<file path="src/hw/rtl/irbdc_pkg.sv">
// Shared types and constants of the IR beacon duty classifier.
// Used by every module of the block; depends on nothing.
package irbdc_pkg;

    localparam int unsigned WS_W    = 16;
    localparam int unsigned GS_W    = 16;
    localparam int unsigned WPM_W   = 8;
    localparam int unsigned RATIO_W = 17;
    localparam int unsigned LOW_W   = 24;
    localparam int unsigned POS_W   = 17;
    localparam int unsigned TOT_W   = 24;
    localparam int unsigned ALU_W   = 26;
    localparam int unsigned QBIT_W  = 5;

    localparam logic [LOW_W-1:0]   LOW_MAX   = 24'hFF_FFFF;
    localparam logic [RATIO_W-1:0] RATIO_ONE = 17'h1_0000;

    localparam logic [WS_W-1:0]    WS_RESET  = 16'd10000;
    localparam logic [GS_W-1:0]    GS_RESET  = 16'd2000;
    localparam logic [WPM_W-1:0]   WPM_RESET = 8'd8;
    localparam logic [RATIO_W-1:0] AL_RESET  = 17'd13107;
    localparam logic [RATIO_W-1:0] AH_RESET  = 17'd20972;
    localparam logic [RATIO_W-1:0] BL_RESET  = 17'd26214;
    localparam logic [RATIO_W-1:0] BH_RESET  = 17'd29491;

    // Configuration register indexes
    typedef enum logic [2:0] {
        REG_WINDOW_SAMPLES      = 3'd0,
        REG_GAP_SAMPLES         = 3'd1,
        REG_WINDOWS_PER_MEASURE = 3'd2,
        REG_BAND_A_LOW          = 3'd3,
        REG_BAND_A_HIGH         = 3'd4,
        REG_BAND_B_LOW          = 3'd5,
        REG_BAND_B_HIGH         = 3'd6
    } reg_index_t;

    // Beacon class codes
    typedef enum logic [1:0] {
        CLASS_NONE = 2'd0,
        CLASS_600  = 2'd1,
        CLASS_1500 = 2'd2
    } class_t;

    // End of a measurement, handed from the sampler to the divider
    typedef struct packed {
        logic             start;
        logic [LOW_W-1:0] low;
        logic [WPM_W-1:0] wins;
    } meas_t;

    // Ratio band bounds
    typedef struct packed {
        logic [RATIO_W-1:0] a_low;
        logic [RATIO_W-1:0] a_high;
        logic [RATIO_W-1:0] b_low;
        logic [RATIO_W-1:0] b_high;
    } bands_t;

    // One finished result
    typedef struct packed {
        logic [LOW_W-1:0]   low;
        logic [RATIO_W-1:0] ratio;
        class_t             cls;
    } res_t;

endpackage

</file>
<file path="src/hw/rtl/irbdc_sampler.sv">
// Per-sample counters: low count, position in window plus gap, window count.
// Depends on irbdc_pkg.
module irbdc_sampler
    import irbdc_pkg::*;
(
    input  logic             clk,
    input  logic             rst_n,
    input  logic             accept,
    input  logic             pin,
    input  logic [WS_W-1:0]  window_samples,
    input  logic [GS_W-1:0]  gap_samples,
    input  logic [WPM_W-1:0] windows_per_measure,
    output meas_t            meas
);

    logic [LOW_W-1:0] low_reg;
    logic [POS_W-1:0] pos_reg;
    logic [WPM_W-1:0] wins_reg;

    logic             in_window;
    logic [LOW_W-1:0] low_inc;
    logic [POS_W-1:0] pos_inc;
    logic [POS_W-1:0] span;
    logic             win_end;
    logic [WPM_W-1:0] wins_inc;
    logic [WPM_W-1:0] wanted;
    logic             meas_end;

    // Count low samples inside the counted part of the window
    assign in_window = pos_reg < {1'b0, window_samples};
    assign low_inc   = (in_window && !pin && (low_reg != LOW_MAX))
                       ? low_reg + LOW_W'(1) : low_reg;

    // Detect window and measurement ends
    assign pos_inc  = pos_reg + POS_W'(1);
    assign span     = {1'b0, window_samples} + {1'b0, gap_samples};
    assign win_end  = pos_inc >= span;
    assign wins_inc = wins_reg + WPM_W'(1);
    assign wanted   = (windows_per_measure == '0) ? WPM_W'(1) : windows_per_measure;
    assign meas_end = win_end && (wins_inc >= wanted);

    assign meas.start = accept && meas_end;
    assign meas.low   = low_inc;
    assign meas.wins  = wins_inc;

    // Advance counters on each transfer
    always_ff @(posedge clk or negedge rst_n)
    begin
        if (!rst_n)
        begin
            low_reg  <= '0;
            pos_reg  <= '0;
            wins_reg <= '0;
        end
        else if (accept)
        begin
            if (!win_end)
            begin
                pos_reg <= pos_inc;
                low_reg <= low_inc;
            end
            else
            begin
                pos_reg <= '0;
                if (meas_end)
                begin
                    low_reg  <= '0;
                    wins_reg <= '0;
                end
                else
                begin
                    low_reg  <= low_inc;
                    wins_reg <= wins_inc;
                end
            end
        end
    end

endmodule

</file>
<file path="src/hw/rtl/irbdc_divider.sv">
// Iterative ratio unit: one shared subtract/compare step per cycle forms
// low * 65536 / counted samples, then band classification. Depends on irbdc_pkg.
module irbdc_divider
    import irbdc_pkg::*;
(
    input  logic            clk,
    input  logic            rst_n,
    input  meas_t           meas,
    input  logic [WS_W-1:0] window_samples,
    input  bands_t          bands,
    input  logic            take,
    output logic            busy,
    output logic            res_valid,
    output res_t            res
);

    typedef enum logic [2:0] {
        ST_IDLE,
        ST_MUL,
        ST_CHECK,
        ST_DIV,
        ST_CLASS,
        ST_DONE
    } state_t;

    state_t              state_reg;
    logic [LOW_W-1:0]    low_reg;
    logic [WPM_W-1:0]    wins_reg;
    logic [TOT_W-1:0]    total_reg;
    logic [LOW_W-1:0]    rem_reg;
    logic [RATIO_W-1:0]  q_reg;
    logic [QBIT_W-1:0]   bit_reg;
    logic                zero_reg;
    res_t                res_reg;

    logic [ALU_W-1:0]    alu_a;
    logic [ALU_W-1:0]    alu_b;
    logic [ALU_W:0]      alu_diff;
    logic                alu_ge;
    logic [RATIO_W-1:0]  ratio;
    logic                in_a;
    logic                in_b;
    class_t              cls;

    // Select operands of the shared subtract unit
    always_comb
    begin
        alu_a = {2'b00, low_reg};
        alu_b = {1'b0, total_reg, 1'b0};
        if (state_reg == ST_DIV)
        begin
            alu_b = {2'b00, total_reg};
            if (bit_reg == QBIT_W'(RATIO_W - 1))
                alu_a = {2'b00, rem_reg};
            else
                alu_a = {1'b0, rem_reg, 1'b0};
        end
    end

    assign alu_diff = {1'b0, alu_a} - {1'b0, alu_b};
    assign alu_ge   = !alu_diff[ALU_W];

    // Clamp the quotient and match it against the bands
    assign ratio = (q_reg > RATIO_ONE) ? RATIO_ONE : q_reg;
    assign in_a  = (ratio >= bands.a_low) && (ratio <= bands.a_high);
    assign in_b  = (ratio >= bands.b_low) && (ratio <= bands.b_high);

    always_comb
    begin
        priority if (zero_reg)
            cls = CLASS_NONE;
        else if (in_a)
            cls = CLASS_600;
        else if (in_b)
            cls = CLASS_1500;
        else
            cls = CLASS_NONE;
    end

    assign busy      = state_reg != ST_IDLE;
    assign res_valid = state_reg == ST_DONE;
    assign res       = res_reg;

    // Sequence one measurement through multiply, range check, divide, classify
    always_ff @(posedge clk or negedge rst_n)
    begin
        if (!rst_n)
        begin
            state_reg <= ST_IDLE;
            low_reg   <= '0;
            wins_reg  <= '0;
            total_reg <= '0;
            rem_reg   <= '0;
            q_reg     <= '0;
            bit_reg   <= '0;
            zero_reg  <= 1'b0;
            res_reg   <= '0;
        end
        else
        begin
            unique case (state_reg)
                ST_IDLE:
                begin
                    if (meas.start)
                    begin
                        low_reg   <= meas.low;
                        wins_reg  <= meas.wins;
                        state_reg <= ST_MUL;
                    end
                end
                ST_MUL:
                begin
                    total_reg <= TOT_W'(wins_reg) * TOT_W'(window_samples);
                    state_reg <= ST_CHECK;
                end
                ST_CHECK:
                begin
                    zero_reg <= 1'b0;
                    if (total_reg == '0)
                    begin
                        zero_reg  <= 1'b1;
                        q_reg     <= '0;
                        state_reg <= ST_CLASS;
                    end
                    else if (alu_ge)
                    begin
                        // Quotient of at least two: saturate
                        q_reg     <= RATIO_ONE;
                        state_reg <= ST_CLASS;
                    end
                    else
                    begin
                        rem_reg   <= low_reg;
                        q_reg     <= '0;
                        bit_reg   <= QBIT_W'(RATIO_W - 1);
                        state_reg <= ST_DIV;
                    end
                end
                ST_DIV:
                begin
                    rem_reg <= alu_ge ? alu_diff[LOW_W-1:0] : alu_a[LOW_W-1:0];
                    q_reg   <= {q_reg[RATIO_W-2:0], alu_ge};
                    if (bit_reg == '0)
                        state_reg <= ST_CLASS;
                    else
                        bit_reg <= bit_reg - QBIT_W'(1);
                end
                ST_CLASS:
                begin
                    res_reg.low   <= low_reg;
                    res_reg.ratio <= zero_reg ? '0 : ratio;
                    res_reg.cls   <= cls;
                    state_reg     <= ST_DONE;
                end
                ST_DONE:
                begin
                    if (take)
                        state_reg <= ST_IDLE;
                end
                default:
                begin
                    state_reg <= ST_IDLE;
                end
            endcase
        end
    end

endmodule

</file>
<file path="src/hw/rtl/ir_beacon_duty_classifier.sv">
// Top level of the IR beacon duty classifier: configuration registers,
// sampler, ratio unit and output register. Depends on irbdc_pkg.
//
// Usage: s_axis carries one pin sample per transfer (tdata bit 0). The
// block counts low samples over windows_per_measure windows of
// window_samples counted samples, each followed by gap_samples ignored
// samples. After the sample that closes the last gap, one result goes out
// on m_axis: beacon class, Q1.16 low fraction and the low sample count.
// Throughput is one sample per cycle while the ratio unit is idle. The sample
// that ends a measurement starts the ratio unit (multiply, range check, 17
// restoring divide steps, classify, hand-off) while s_axis_tready is low;
// zero-total and saturated cases skip the divide steps. The result is visible
// in the cycle after hand-off. The output register lets sampling resume while
// the result waits; a second result stalls the ratio unit (and so s_axis) until
// m_axis_tready takes the first. Reset clears all counters and loads the
// default configuration. Write registers through cfg_we/cfg_index/cfg_data
// only while no measurement is in flight; the block does not enforce this.
module ir_beacon_duty_classifier
    import irbdc_pkg::*;
(
    input  logic        clk,
    input  logic        rst_n,
    input  logic        s_axis_tvalid,
    output logic        s_axis_tready,
    input  logic [7:0]  s_axis_tdata,   // [0] pin_level
    output logic        m_axis_tvalid,
    input  logic        m_axis_tready,
    output logic [47:0] m_axis_tdata,   // [1:0] beacon_class, [18:2] ratio_q16,
                                        // [42:19] low_total, rest zero
    input  logic        cfg_we,
    input  logic [2:0]  cfg_index,
    input  logic [16:0] cfg_data
);

    logic [WS_W-1:0]  ws_reg;
    logic [GS_W-1:0]  gs_reg;
    logic [WPM_W-1:0] wpm_reg;
    bands_t           bands_reg;

    logic             accept;
    logic             busy;
    logic             res_valid;
    logic             take;
    meas_t            meas;
    res_t             res;
    logic             m_valid_reg;
    logic [47:0]      m_data_reg;

    // Write configuration registers
    always_ff @(posedge clk or negedge rst_n)
    begin
        if (!rst_n)
        begin
            ws_reg           <= WS_RESET;
            gs_reg           <= GS_RESET;
            wpm_reg          <= WPM_RESET;
            bands_reg.a_low  <= AL_RESET;
            bands_reg.a_high <= AH_RESET;
            bands_reg.b_low  <= BL_RESET;
            bands_reg.b_high <= BH_RESET;
        end
        else if (cfg_we)
        begin
            unique case (reg_index_t'(cfg_index))
                REG_WINDOW_SAMPLES:      ws_reg           <= cfg_data[WS_W-1:0];
                REG_GAP_SAMPLES:         gs_reg           <= cfg_data[GS_W-1:0];
                REG_WINDOWS_PER_MEASURE: wpm_reg          <= cfg_data[WPM_W-1:0];
                REG_BAND_A_LOW:          bands_reg.a_low  <= cfg_data;
                REG_BAND_A_HIGH:         bands_reg.a_high <= cfg_data;
                REG_BAND_B_LOW:          bands_reg.b_low  <= cfg_data;
                REG_BAND_B_HIGH:         bands_reg.b_high <= cfg_data;
                default:                 ;
            endcase
        end
    end

    assign s_axis_tready = !busy;
    assign accept        = s_axis_tvalid && s_axis_tready;

    irbdc_sampler u_sampler (
        .clk                 (clk),
        .rst_n               (rst_n),
        .accept              (accept),
        .pin                 (s_axis_tdata[0]),
        .window_samples      (ws_reg),
        .gap_samples         (gs_reg),
        .windows_per_measure (wpm_reg),
        .meas                (meas)
    );

    irbdc_divider u_divider (
        .clk            (clk),
        .rst_n          (rst_n),
        .meas           (meas),
        .window_samples (ws_reg),
        .bands          (bands_reg),
        .take           (take),
        .busy           (busy),
        .res_valid      (res_valid),
        .res            (res)
    );

    // Hold the result until the receiver takes it
    assign take = !m_valid_reg || m_axis_tready;

    always_ff @(posedge clk or negedge rst_n)
    begin
        if (!rst_n)
        begin
            m_valid_reg <= 1'b0;
        end
        else if (res_valid && take)
        begin
            m_valid_reg <= 1'b1;
        end
        else if (m_axis_tready)
        begin
            m_valid_reg <= 1'b0;
        end
    end

    always_ff @(posedge clk)
    begin
        if (res_valid && take)
            m_data_reg <= {5'b00000, res.low, res.ratio, res.cls};
    end

    assign m_axis_tvalid = m_valid_reg;
    assign m_axis_tdata  = m_data_reg;

endmodule

</file>
<file path="config.mk">
export PLATFORM = sky130hd
export DESIGN_NAME = ir_beacon_duty_classifier
export DESIGN_NICKNAME = d
export VERILOG_FILES = /design/src/hw/rtl/irbdc_pkg.sv /design/src/hw/rtl/irbdc_sampler.sv /design/src/hw/rtl/irbdc_divider.sv /design/src/hw/rtl/ir_beacon_duty_classifier.sv
export SDC_FILE = /design/constraint.sdc
export NUM_CORES = 1
export LEC_CHECK = 0
export BUFFER_PORTS_ARGS = -buffer_cell sky130_fd_sc_hd__buf_2
export CELL_PAD_IN_SITES_DETAIL_PLACEMENT = 0
export CELL_PAD_IN_SITES_GLOBAL_PLACEMENT = 1
export CORE_ASPECT_RATIO = 2
export CORE_UTILIZATION = 50
export DETAILED_ROUTE_END_ITERATION = 10
export HOLD_SLACK_MARGIN = 0.02
export MAX_ROUTING_LAYER = met4
export PLACE_DENSITY = 0.87
export SLEW_MARGIN = 15
export SYNTH_ARGS = -nofsm -noshare
export SYNTH_HDL_FRONTEND = slang
export SYNTH_SLANG_ARGS = --single-unit
</file>
<file path="constraint.sdc">
create_clock -name clk -period 14.54 [get_ports clk]
set_clock_uncertainty 0.05 [all_clocks]
set_input_delay 0.727 -clock clk [delete_from_list [all_inputs] [get_ports clk]]
set_output_delay 0.727 -clock clk [all_outputs]
set_load 0.01 [all_outputs]
</file>
# After elaboration in Yosys (flattened, before gate mapping)
# Index checks and enable logic that the tools add are counted.
dict set report classes {
  add_sub_neg 6
  multipliers 1
  magnitude_cmp 8
  eq_ne 19
  mux 34
  reduce_logical 33
}
# operator n
set op_table {}
lappend op_table {{two-way mux 24 bit} 6}
lappend op_table {{two-way mux 17 bit} 5}
lappend op_table {{two-way mux 25 bit} 3}
lappend op_table {{>= comparator 17 bit} 3}
lappend op_table {{case mux 24 bit (2 select lines)} 1}
lappend op_table {{<= comparator 17 bit} 2}
lappend op_table {{case mux 17 bit (2 select lines)} 1}
lappend op_table {{subtractor 25 x 25 -> 26 bit} 1}
lappend op_table {{adder 24 x 1 -> 24 bit, second input constant} 1}
lappend op_table {{zero test 24 bit} 1}
lappend op_table {{multiplier 8 x 16 -> 24 bit} 1}
lappend op_table {{inequality test 24 bit, second input constant} 1}
lappend op_table {{case mux 3 bit (6 select lines)} 1}
lappend op_table {{AND reduction 2 bit} 9}
lappend op_table {{adder 16 x 16 -> 17 bit} 1}
lappend op_table {{adder 17 x 1 -> 17 bit, second input constant} 1}
lappend op_table {{> comparator 17 bit, second input constant} 1}
lappend op_table {{less-than comparator 17 x 16 -> 1 bit} 1}
lappend op_table {{two-way mux 8 bit} 2}
lappend op_table {{equality test 3 bit, second input constant} 5}
lappend op_table {{two-way mux 3 bit} 5}
lappend op_table {{two-way mux 5 bit} 3}
lappend op_table {{equality test 3 x 2 -> 1 bit, second input constant} 4}
lappend op_table {{case mux 5 bit (2 select lines)} 1}
lappend op_table {{other kinds (19)} 41}
dict set report totals {
  regBits 350
  output_inout_bits 50
}

# Depth between registers and ports, before layout
dict set report logic_depth {
  depth_word 7
  depth_mapped 23
}

# Hierarchy
# From an unflattened synthesis, not the netlist that was laid out.
dict set report hier_totals {
  cells_unflattened 2408
  hier_area_um2 24443.4
}
# module instances cells_per_inst area_each_um2 seq_area_each_um2
set by_module_without_submodules {}
lappend by_module_without_submodules {irbdc_divider 1 1517 13795.7 3728.6}
lappend by_module_without_submodules {ir_beacon_duty_classifier 1 291 5620.4 4075.2}
lappend by_module_without_submodules {irbdc_sampler 1 600 5027.3 1226.2}

# Worst setup path before layout
# Ideal clock, no wire load.
dict set report synth_path {
  path_type {register -> register}
  from {register u_divider.wins_reg[7]}
  to {register u_divider.total_reg[19]}
  arrival_time_ns 4.782
  slack_ns 9.575
  path_stages_with_launch 20
  n_path_buf 1
  path_cell_list {dfrtp_1 > clkbuf_1 > nand2_1 > fa_1 > fa_1 > inv_1 > fa_1 > inv_1 > fa_1 > inv_1 > ha_1 > o21a_1 > o31a_1 > o211ai_1 > a31oi_1 > a311o_1 > a21o_1 > a21oi_1 > xor2_1 > o21ai_0}
}
dict set report synth_between {
  elab_chain_cells 1
}
# item line_no
set synth_lines {}
lappend synth_lines {{start, declared} irbdc_divider.sv:28} ;# logic [WPM_W-1:0] wins_reg;
lappend synth_lines {{start signal, assigned} irbdc_divider.sv:107} ;# wins_reg <= meas.wins;
lappend synth_lines {{multiplier 8 x 16 -> 24 bit} irbdc_divider.sv:113} ;# total_reg <= TOT_W'(wins_reg) * TOT_W'(window_samples);
lappend synth_lines {{end signal, assigned} irbdc_divider.sv:113}
lappend synth_lines {{end, declared} irbdc_divider.sv:29} ;# logic [TOT_W-1:0] total_reg;
# Every way passes these cells.
# A chain may end at the register's enable or synchronous reset.

# Worst setup path after layout
dict set report layout_path {
  from {register ws_reg[1]}
  to {register u_sampler.low_reg[21]}
}
dict set report layout_between {
  elab_chain_cells 6
  elab_cells_between_ends 9
  classes_between {add/sub: 1; order compare: 2; mux: 3; reduce/logical: 3}
}
# item line_no
set layout_lines {}
lappend layout_lines {{start, declared} ir_beacon_duty_classifier.sv:35} ;# logic [WS_W-1:0] ws_reg;
lappend layout_lines {{start signal, assigned} ir_beacon_duty_classifier.sv:65} ;# REG_WINDOW_SAMPLES: ws_reg <= cfg_data[WS_W-1:0];
lappend layout_lines {{branches (longest 5 deep; another with adder 16 x 16 -> 17 bit)} n/a}
lappend layout_lines {{two-way mux 24 bit (*)} irbdc_sampler.sv:57} ;# if (!win_end)
lappend layout_lines {{end signal, assigned} irbdc_sampler.sv:60} ;# low_reg <= low_inc;
lappend layout_lines {{end signal, assigned} irbdc_sampler.sv:72} ;# low_reg <= low_inc;
lappend layout_lines {{end, declared} irbdc_sampler.sv:16} ;# logic [LOW_W-1:0] low_reg;
# Every way passes the cells marked *.

==> results_dict.tcl <==
set metrics [dict create \
    core_um2 46800 \
    synth.area.top_cells "dfrtp_1 (28%), ha_1 (10%), fa_1 (7.2%)" \
    rows 112 \
    grt_pass1_wl_mm 95.3 \
    drtAntennaViolNets 0 \
    cts_root_buf "clkbuf_16" \
    yosys.area.top_type "dfrtp_1" \
    setup_tns_ns 0 \
    grt_pass1_vias 18400 \
    worstSetupStartpointType "flop" \
    path_depth 21 \
    cpMostUsedCell "a21oi_1" \
    rsz0062_at_grt "no" \
    gr-usage-all-layers_pct 26.0 \
    finish.utilization_pct 55.3 \
    num-fill-cells 4191 \
    numCtsBuffers 34 \
    drive_gt1_share_pct 13.2 \
    synth_area_um2 23800 \
    final-setup-viol-count 0 \
    r2r_cells 21 \
    crit_family "compound AO/OA/AOI/OAI gates" \
    clock_sinks 350 \
    avgSynthCellArea_um2 9.72 \
    finalWeightedCongestion 0.908 \
    ys_warn_count 0 \
    start_util_pct 50.9 \
    die_h_um 311 \
    ys_top_cells_by_count "nand2_1 (304), dfrtp_1 (262), inv_1 (237)" \
    cts_resized 0 \
    wl_per_cell_um 19.0 \
    synthDominantCellAreaShare_pct 27.5 \
    finalMaxSlewViolations 0 \
    htreeDepth 2 \
    hold_path_class "in -> async" \
    worstSetupPathType "reg -> reg" \
    worstPathMaxFanout 48 \
    status "completed" \
    drcViolationCount 0 \
    critPathCaptureType "flop" \
    synthArstFlopShare_pct 87.7 \
    synth_seq_cells 350 \
    io_pins 83 \
    dp_hpwl_mm 46.1 \
    postCtsHoldBufs 0 \
    port_buffers 70 \
    yosysMostFrequentCell "nand2_1" \
    antenna_found_initial 0 \
    cts_tree "yes" \
    power.leakage_nw 12.4 \
    clock_path_buffers 3 \
    cp_data_arrival_time_ns 6.92 \
    p_per_area_nw_per_um2 137 \
    crit_slowest_cell "a21oi_4" \
    via_per_inst 5.71 \
    die_x_um 156 \
    yosysSeqAreaShare_pct 37.9 \
    period_minus_slack_ns 6.49 \
    grt_max_degree 119 \
    clk_latency_ns 0.56 \
    path_clk_slew_ns 0.07 \
    vias 17900 \
    cts_setup_buffers 0 \
    overflow 0 \
    drt-total-wl_mm 59.5 \
    ys.flop_type "dfrtp_1" \
    worst_slew_pin_slew_ns 1.18 \
    period_share_pct 44.6 \
    ir_drop_mv 0.142 \
    cp_cell_sequence "ha_1, a21o_1, a21oi_1, nor2b_1, o41ai_1, o21ai_0, o41ai_2, o21bai_1, a21oi_1, xor2_1, ha_1, nand2_1, a21oi_1, o311ai_0, nand4_1, a2111oi_0, nor2_1, buf_4, a21oi_4, o21ai_0, a31oi_1" \
    dpl_cell_area_um2 24700 \
    drtIter0Drc 758 \
    area_growth_pct 8.61 \
    final_nets 2799 \
    final_area_um2 25900 \
    slew_headroom_pct 21.0 \
    synth_edf_count 43 \
    drtPass1Iterations 5 \
    hold_viol_final 0 \
    largest_register_ffs 68 \
    diodes 0 \
    fmaxAchievable_mhz 154 \
    maxCapViolCount 0 \
    synth.distinct_cells 84 \
    die_area_um2 48600 \
    required_ns 14.97 \
    critPathBufInv 1 \
    slowest_delay_ns 0.92 \
    syn_inst 2451 \
]
power breakdown:
part	internal [mW]	switching, mW
sequential	1.13	0.136
combinational	0.513	0.849
clock	0.504	0.403
total	2.15	1.39
metrics by stage:
stage,worst slack (ns),cells,hold slack [ns],total power [mW]
after global routing,7.52,3136,0.217,3.75
after CTS,8.03,3136,0.209,3.56
after detailed placement,8.08,3074,0.379,2.65
after global placement,8.06,3074,0.377,2.61
after floorplan,9.57,2455,0.367,2.27
final,8.05,3136,0.165,3.54
cell type report:
cell class	count	area (um^2)	area share [%]
clock buffer	40	893	3.45
clock inverter	22	246	0.953
inverter	237	890	3.44
multi-input combinational	1769	13500	52.2
sequential	350	9030	34.9
tap	627	785	3.03
timing repair buffer	91	518	2.00
routing by layer:
layer  part of all wire, %  wire length, um  vias to the layer above  global-route usage (%)
met5                     0                0                        -                       -
met4                   6.5             3860                        0                    15.6
met3                   2.3             1390                      169                    2.12
met2                    57            33600                      376                    49.8
met1                    35            20600                     8859                    24.4
li1                      -                -                     8511                       -
final timing paths:
| check | start | to | slack, ns |
|---|---|---|---|
| worst max-delay path | ws_reg[1]$_DFFE_PN0P_ | u_sampler.low_reg[21]$_DFFE_PN0P_ | 8.05 |
| worst min-delay path | rst_n | wpm_reg[0]$_DFFE_PN0P_ | 0.16 |
| worst max register to register | ws_reg[1]$_DFFE_PN0P_ | u_sampler.low_reg[21]$_DFFE_PN0P_ | 8.05 |
| worst min register to register | u_divider.res[16]$_DFFE_PN0P_ | m_axis_tdata[16]$_DFFE_PP_ | 0.39 |
| max in group asynchronous | rst_n | u_divider.res[0]$_DFFE_PN0P_ | 11.96 |
| min in group clk | u_divider.res[16]$_DFFE_PN0P_ | m_axis_tdata[16]$_DFFE_PP_ | 0.39 |
logic make-up (layout without fill, tap and decap cells):
kind of cell             after synthesis  count (layout)  synth area share [%]
other                                  1               5                0.0157
multiplexers                         144             144                  6.59
flip-flops                           350             350                  37.9
adder cells (fa/ha/maj)              283             283                  17.6
AO/OA/AOI/OAI                        498             498                  13.6
XOR/XNOR                              94              94                  3.46
buffers and inverters                336             390                  5.64
AND/OR/NAND/NOR                      745             745                  15.3
cells in the final DEF, fill, tap and decap left out, types with 60 or more instances in the layout:
cell / count
and2_1: 87
mux2_2: 102
buf_2: 69
fa_1: 86
nor2_1: 89
o21ai_0: 166
a21oi_1: 87
nand3_1: 63
xnor2_1: 60
dfrtp_1: 262
inv_1: 237
ha_1: 197
nand2_1: 303
Power figures use the tool's default switching activity.
